<file path="src/hdl/wsc_pkg.sv">
// ----------------------------------------------------------------------------
// wsc_pkg: shared types and constants of the window sigma clip unit
// Widths of the pixel store, the arithmetic units and the control interface
// between controller and datapath.
// ----------------------------------------------------------------------------
package wsc_pkg;

  // Store geometry.
  localparam int MAX_ROWS = 256;
  localparam int MAX_COLS = 256;
  localparam int MAX_HALF = 8;
  localparam int ROW_W    = $clog2(MAX_ROWS);
  localparam int COL_W    = $clog2(MAX_COLS);
  localparam int ADDR_W   = ROW_W + COL_W;

  // Field widths.
  localparam int PIX_W    = 32;
  localparam int ENTRY_W  = PIX_W + 1;
  localparam int FRAME_W  = 9;
  localparam int HALF_W   = 4;
  localparam int SIGMA_W  = 16;
  localparam int CNT_W    = 9;

  // Arithmetic widths.
  localparam int SUM_W    = 41;
  localparam int SQ_W     = 48;
  localparam int SUMSQ_W  = 57;
  localparam int DIV_W    = 57;
  localparam int ROOT_W   = 37;
  localparam int RAD_W    = 2 * ROOT_W;
  localparam int THR_W    = SIGMA_W + ROOT_W;

  // Channel widths.
  localparam int IN_DATA_W  = 56;
  localparam int OUT_DATA_W = 48;
  localparam int CFG_IDX_W  = 3;
  localparam int CFG_DATA_W = 16;

  // Register indexes.
  localparam logic [CFG_IDX_W-1:0] CFG_FRAME_ROWS = 3'd0;
  localparam logic [CFG_IDX_W-1:0] CFG_FRAME_COLS = 3'd1;
  localparam logic [CFG_IDX_W-1:0] CFG_HALF_ROWS  = 3'd2;
  localparam logic [CFG_IDX_W-1:0] CFG_HALF_COLS  = 3'd3;
  localparam logic [CFG_IDX_W-1:0] CFG_CLIP_SIGMA = 3'd4;

  // Request kinds.
  localparam logic ACT_WRITE = 1'b0;
  localparam logic ACT_QUERY = 1'b1;

  // Commands from controller to datapath.
  typedef struct packed {
    logic wr_en;      // store the accepted write request
    logic q_latch;    // latch the accepted query address
    logic centre_rd;  // read the centre entry
    logic scan_load;  // restart the window scanner
    logic clr_acc;    // clear count and sum
    logic scan_rd;    // read the current window entry and advance
    logic pass2;      // window reads belong to the deviation pass
    logic div_start;  // start the divider
    logic div_sel;    // 0: sum by count, 1: squares by count minus one
    logic mean_cap;   // capture the mean
    logic sqrt_start; // start the root on the variance
    logic thr_cap;    // capture the scaled deviation
    logic dec_cap;    // capture the clip decision
    logic res_load;   // load the result register
  } wsc_cmd_t;

  // Status from datapath to controller.
  typedef struct packed {
    logic q_in_range; // addressed pixel lies inside the frame
    logic scan_last;  // scanner stands on the last window entry
    logic pipe_busy;  // window reads still in flight
    logic stats_ok;   // at least two valid samples and a valid centre
    logic div_done;
    logic sqrt_done;
    logic slot_free;  // result register can take a new result
  } wsc_sts_t;

endpackage

</file>
<file path="src/hdl/wsc_ctrl.sv">
// ----------------------------------------------------------------------------
// wsc_ctrl: request sequencer of the clip unit
// Takes requests, drives the two window passes, the divides, the root and
// the decision, and hands the result to the output register.
// ----------------------------------------------------------------------------
module wsc_ctrl
  import wsc_pkg::*;
(
  input  logic     clk,
  input  logic     rst_n,
  input  logic     in_tvalid,
  output logic     in_tready,
  input  logic     in_tuser,
  input  wsc_sts_t sts,
  output wsc_cmd_t cmd
);

  typedef enum logic [3:0] {
    ST_IDLE,
    ST_CENTRE,
    ST_SCAN1,
    ST_DRAIN1,
    ST_DIV1,
    ST_SCAN2,
    ST_DRAIN2,
    ST_DIV2,
    ST_ROOT,
    ST_THR,
    ST_FIN
  } state_t;

  state_t state_r, state_nxt;
  logic   accept;

  assign in_tready = (state_r == ST_IDLE);
  assign accept    = in_tvalid & in_tready;

  // Next state and commands.
  always_comb begin
    state_nxt = state_r;
    cmd       = '0;
    case (state_r)
      ST_IDLE: begin
        if (accept) begin
          if (in_tuser == ACT_WRITE) begin
            cmd.wr_en = 1'b1;
          end else if (sts.q_in_range) begin
            cmd.q_latch = 1'b1;
            state_nxt   = ST_CENTRE;
          end
        end
      end
      ST_CENTRE: begin
        cmd.centre_rd = 1'b1;
        cmd.scan_load = 1'b1;
        cmd.clr_acc   = 1'b1;
        state_nxt     = ST_SCAN1;
      end
      ST_SCAN1: begin
        cmd.scan_rd = 1'b1;
        if (sts.scan_last) state_nxt = ST_DRAIN1;
      end
      ST_DRAIN1: begin
        if (!sts.pipe_busy) begin
          if (sts.stats_ok) begin
            cmd.div_start = 1'b1;
            state_nxt     = ST_DIV1;
          end else begin
            state_nxt = ST_FIN;
          end
        end
      end
      ST_DIV1: begin
        if (sts.div_done) begin
          cmd.mean_cap  = 1'b1;
          cmd.scan_load = 1'b1;
          state_nxt     = ST_SCAN2;
        end
      end
      ST_SCAN2: begin
        cmd.scan_rd = 1'b1;
        cmd.pass2   = 1'b1;
        if (sts.scan_last) state_nxt = ST_DRAIN2;
      end
      ST_DRAIN2: begin
        if (!sts.pipe_busy) begin
          cmd.div_start = 1'b1;
          cmd.div_sel   = 1'b1;
          state_nxt     = ST_DIV2;
        end
      end
      ST_DIV2: begin
        if (sts.div_done) begin
          cmd.sqrt_start = 1'b1;
          state_nxt      = ST_ROOT;
        end
      end
      ST_ROOT: begin
        if (sts.sqrt_done) begin
          cmd.thr_cap = 1'b1;
          state_nxt   = ST_THR;
        end
      end
      ST_THR: begin
        cmd.dec_cap = 1'b1;
        state_nxt   = ST_FIN;
      end
      ST_FIN: begin
        if (sts.slot_free) begin
          cmd.res_load = 1'b1;
          state_nxt    = ST_IDLE;
        end
      end
      default: state_nxt = ST_IDLE;
    endcase
  end

  // State register.
  always_ff @(posedge clk) begin
    if (!rst_n) begin
      state_r <= ST_IDLE;
    end else begin
      state_r <= state_nxt;
    end
  end

endmodule
</file>
<file path="config.mk">
export PLATFORM = sky130hd
export DESIGN_NAME = wsc_ctrl
export DESIGN_NICKNAME = d
export VERILOG_FILES = /design/src/hdl/wsc_pkg.sv /design/src/hdl/wsc_ctrl.sv
export SDC_FILE = /design/constraint.sdc
export NUM_CORES = 1
export LEC_CHECK = 0
export ABC_AREA = 1
export BUFFER_PORTS_ARGS = -buffer_cell sky130_fd_sc_hd__buf_2
export CAP_MARGIN = 25
export CORE_AREA = 3 3 40 42
export CTS_BUF_LIST = sky130_fd_sc_hd__clkbuf_4 sky130_fd_sc_hd__clkbuf_8
export CTS_CLUSTER_DIAMETER = 80
export CTS_CLUSTER_SIZE = 8
export DETAILED_ROUTE_END_ITERATION = 10
export DIE_AREA = 0 0 43 45
export PLACE_DENSITY = 0.77
export SLEW_MARGIN = 5
export SYNTH_ARGS = -nofsm -noshare
export SYNTH_HDL_FRONTEND = slang
export SYNTH_SLANG_ARGS = --single-unit
</file>
<file path="constraint.sdc">
create_clock -name clk -period 1.3 [get_ports clk]
set_input_delay 0.065 -clock clk [delete_from_list [all_inputs] [get_ports clk]]
set_output_delay 0.065 -clock clk [all_outputs]
set_load 0.01 [all_outputs]
</file>
==> flow_summary.yaml <==
power:
  power_frac_seq_pct: 17.7
  p_leak_nw: 0.446
  p_clk_share_pct: 8.4
  p_int_mw: 0.868
  switching_share_pct: 52.6
  power.density_mw_per_mm2: 2180
  switchingPower_mw: 0.962
  p_comb_share_pct: 73.9
  ir_worst_vdd_mv: 1.13
timing:
  setup_viol: 0
  maxSlewHeadroom_pct: 84.8
  fmax_mhz: 775
  finalCritPeriodShare_pct: 99.3
  rsz0062_at_grt: "yes"
  period_minus_slack_ns: 1.29
  drv_slew: 0
  hold_viol: 0
  skew_ns: 0.00459
  tightest_slew_ns: 0.227
  fin_ws_ns: 0.00927
route:
  routed_wl_um: 1720
  routedWlPerCell_um: 12.4
  drc: 0
  drt_iter0_drc: 5
  via_count: 719
  routed_via_density: 5.17
  first_pass_iters: 4
  antenna_left: 0
worst_setup_path:
  worstPathArrival_ns: 1.23
  cp_cell_sequence: "buf_4 -> nor4_2 -> buf_2"
  cp_slowest_cell: "dfxtp_4"
  startpoint_type: "flop"
  crit_path_end_kind: "output pin"
  crit_buf_inv: 2
  worstPathRequired_ns: 1.24
  crit_fanout: 6
  critPathTopFamily: "flip-flops"
  critPathKind: "reg2out"
  max_stage_delay_ns: 0.38
synthesis:
  yosys.area.top_type: "dfxtp_1"
  synth_edf_count: 0
  avgSynthCellArea_um2: 5.39
  yosysWarnings: 0
  synthSimpleGateAreaFrac_pct: 62.8
  synth_most_common_cell: "nand2_1"
  async_flop_share_pct: 0
  synthesis.nets: 102
  synth_compound_gate_area_share_pct: 9.44
  synth_mux_area_share_pct: 0
  synth-main-ff-cell: "dfxtp_1"
  synth_top_family_by_area: "simple AND/OR/NAND/NOR gates"
  synth_area_um2: 490
  yosys-top-cells-count: "nand2_1, nor2_1, nand3_1"
  synth-xor-area-share_pct: 0
  ys_types: 17
  synth.area.top_cells: "dfxtp_1, nand2_1, nand3_1, nor2_1, nand2_2"
  synth_top_area_share_pct: 16.3
  ys_seq_area_share_pct: 16.3
  synth_fa_ha_area_share_pct: 0
  ys_ff_latch: 4
  syn_inst: 91
layout:
  regMostFlops: "state_r"
  nets: 137
  largest_reg_flops: 4
  reg_top3: "state_r x4"
  diodes: 0
  fin_area_um2: 841
  seq_area_um2: 95.1
  multi_input_area_um2: 465
  fin_util_pct: 65.4
  drive_above_1_share_pct: 58.1
  area_delta_synth_final_pct: 71.4
  n_fill_cell: 122
clock_network:
  holdBufCountCts: 0
  cts_buffer_depth: 2
  cts_tree: "built"
  cts.sinks: 4
  clkTransAtPathRegs_ns: 0.04
  clk_latency_ns: 0.23
  numCtsBuffers: 3
  clock-root-buffer: "clkbuf_4"
  cts_setup_buffers: 0
  h-tree-depth: 1
global_route:
  grt_pass1_vias: 570
  globalRouteOverflowTotal: 0
  grtUsageTotal_pct: 15.1
  grt_pass1_wl_um: 2210
  antenna_found_initial: 0
  grt_max_degree: 9
die:
  die_area_mm2: 0.00194
  num_io_pins: 26
  die_h_um: 45
  core_mm2: 0.00128
  start_util_pct: 38.2
  rows: 13
  die_w_um: 43
place:
  gp_congestion: 0.778
  pre_cts_slack_ns: -0.00324
  portBuffers: 25
  dpl_cell_area_um2: 672
  dpl.hpwl_um: 1170
run_status:
  status: "finished clean"
min_path:
  min_path_type: "in2reg"
job:
  drv_cap: 0
-- per-stage QoR --
step	hold WS (ns)	cells	TNS [ns]	power, mW
after floorplan	0.174	91	0	0.972
after global placement	0.326	136	0	1.29
after detailed placement	0.336	136	-0.00471	1.31
after CTS	0.0706	139	-0.00677	1.54
after global routing	0.0886	139	-0.441	1.99
final	0.0845	139	0	1.83
-- final cells by class --
class                      instances  area share, %
timing repair buffer              32           22.0
sequential                         4           11.3
multi-input combinational         74           55.4
tap                               15           2.23
inverter                          11           6.40
clock buffer                       3           2.68
-- kinds of logic after synthesis --
family,count (synthesis)
compound gates,9
buf+inv,13
flops,4
simple gates,65
-- worst register-to-register path: cells and delay by family (launching register included) --
kind	cells	cell delay [ns]
buffers and inverters	1	0.05
flip-flops	1	0.41
AND/OR/NAND/NOR	8	0.69
-- layer usage --
metal	vias to the layer above	GRT usage [%]	part of all wire, %
met5	-	0	0
met4	0	7.23	0
met3	0	2.79	8.4
met2	31	25.4	57
met1	324	18.6	35
li1	364	-	-
-- power groups by stage --
stage / Clock [mW] / Combinational (mW) / Sequential (mW)
after floorplan: 0 / 0.756 / 0.216
after global placement: 0 / 1.06 / 0.234
after detailed placement: 0 / 1.07 / 0.238
after CTS: 0.166 / 1.11 / 0.268
after global routing: 0.170 / 1.49 / 0.332
final: 0.153 / 1.35 / 0.325
-- repair_timing --
action / in CTS / in global routing
setup endpoints to repair: 13 / 14
pin swaps: 0 / 8
gates resized for setup: 11 / 33
-- final timing paths --
kind | startpoint | to | slack [ns] | cells after the start
setup / recovery | state_r[2] | cmd[2] | 0.009 | 3
setup reg to reg | state_r[0] | state_r[2] | 0.03 | 9
hold reg to reg | state_r[0] | state_r[0] | 0.58 | 2
hold / removal | rst_n | state_r[0] | 0.08 | 3
-- layout by cell type (no fill, tap or decap) --
cell type / n
a21oi_1: 4
a21oi_2: 1
buf_2: 25
buf_4: 5
buf_6: 2
clkbuf_4: 3
dfxtp_4: 4
inv_1: 7
inv_4: 3
inv_6: 1
nand2_1: 15
nand2_2: 9
nand2_4: 2
nand3_1: 10
nand3_2: 4
nor2_1: 12
nor2_2: 3
nor2_4: 6
nor2_8: 1
nor3_2: 1
nor3_4: 1
nor4_2: 1
o21ai_0: 2
o21ai_1: 1
o22ai_1: 1
(Power assumes the default switching activity.)
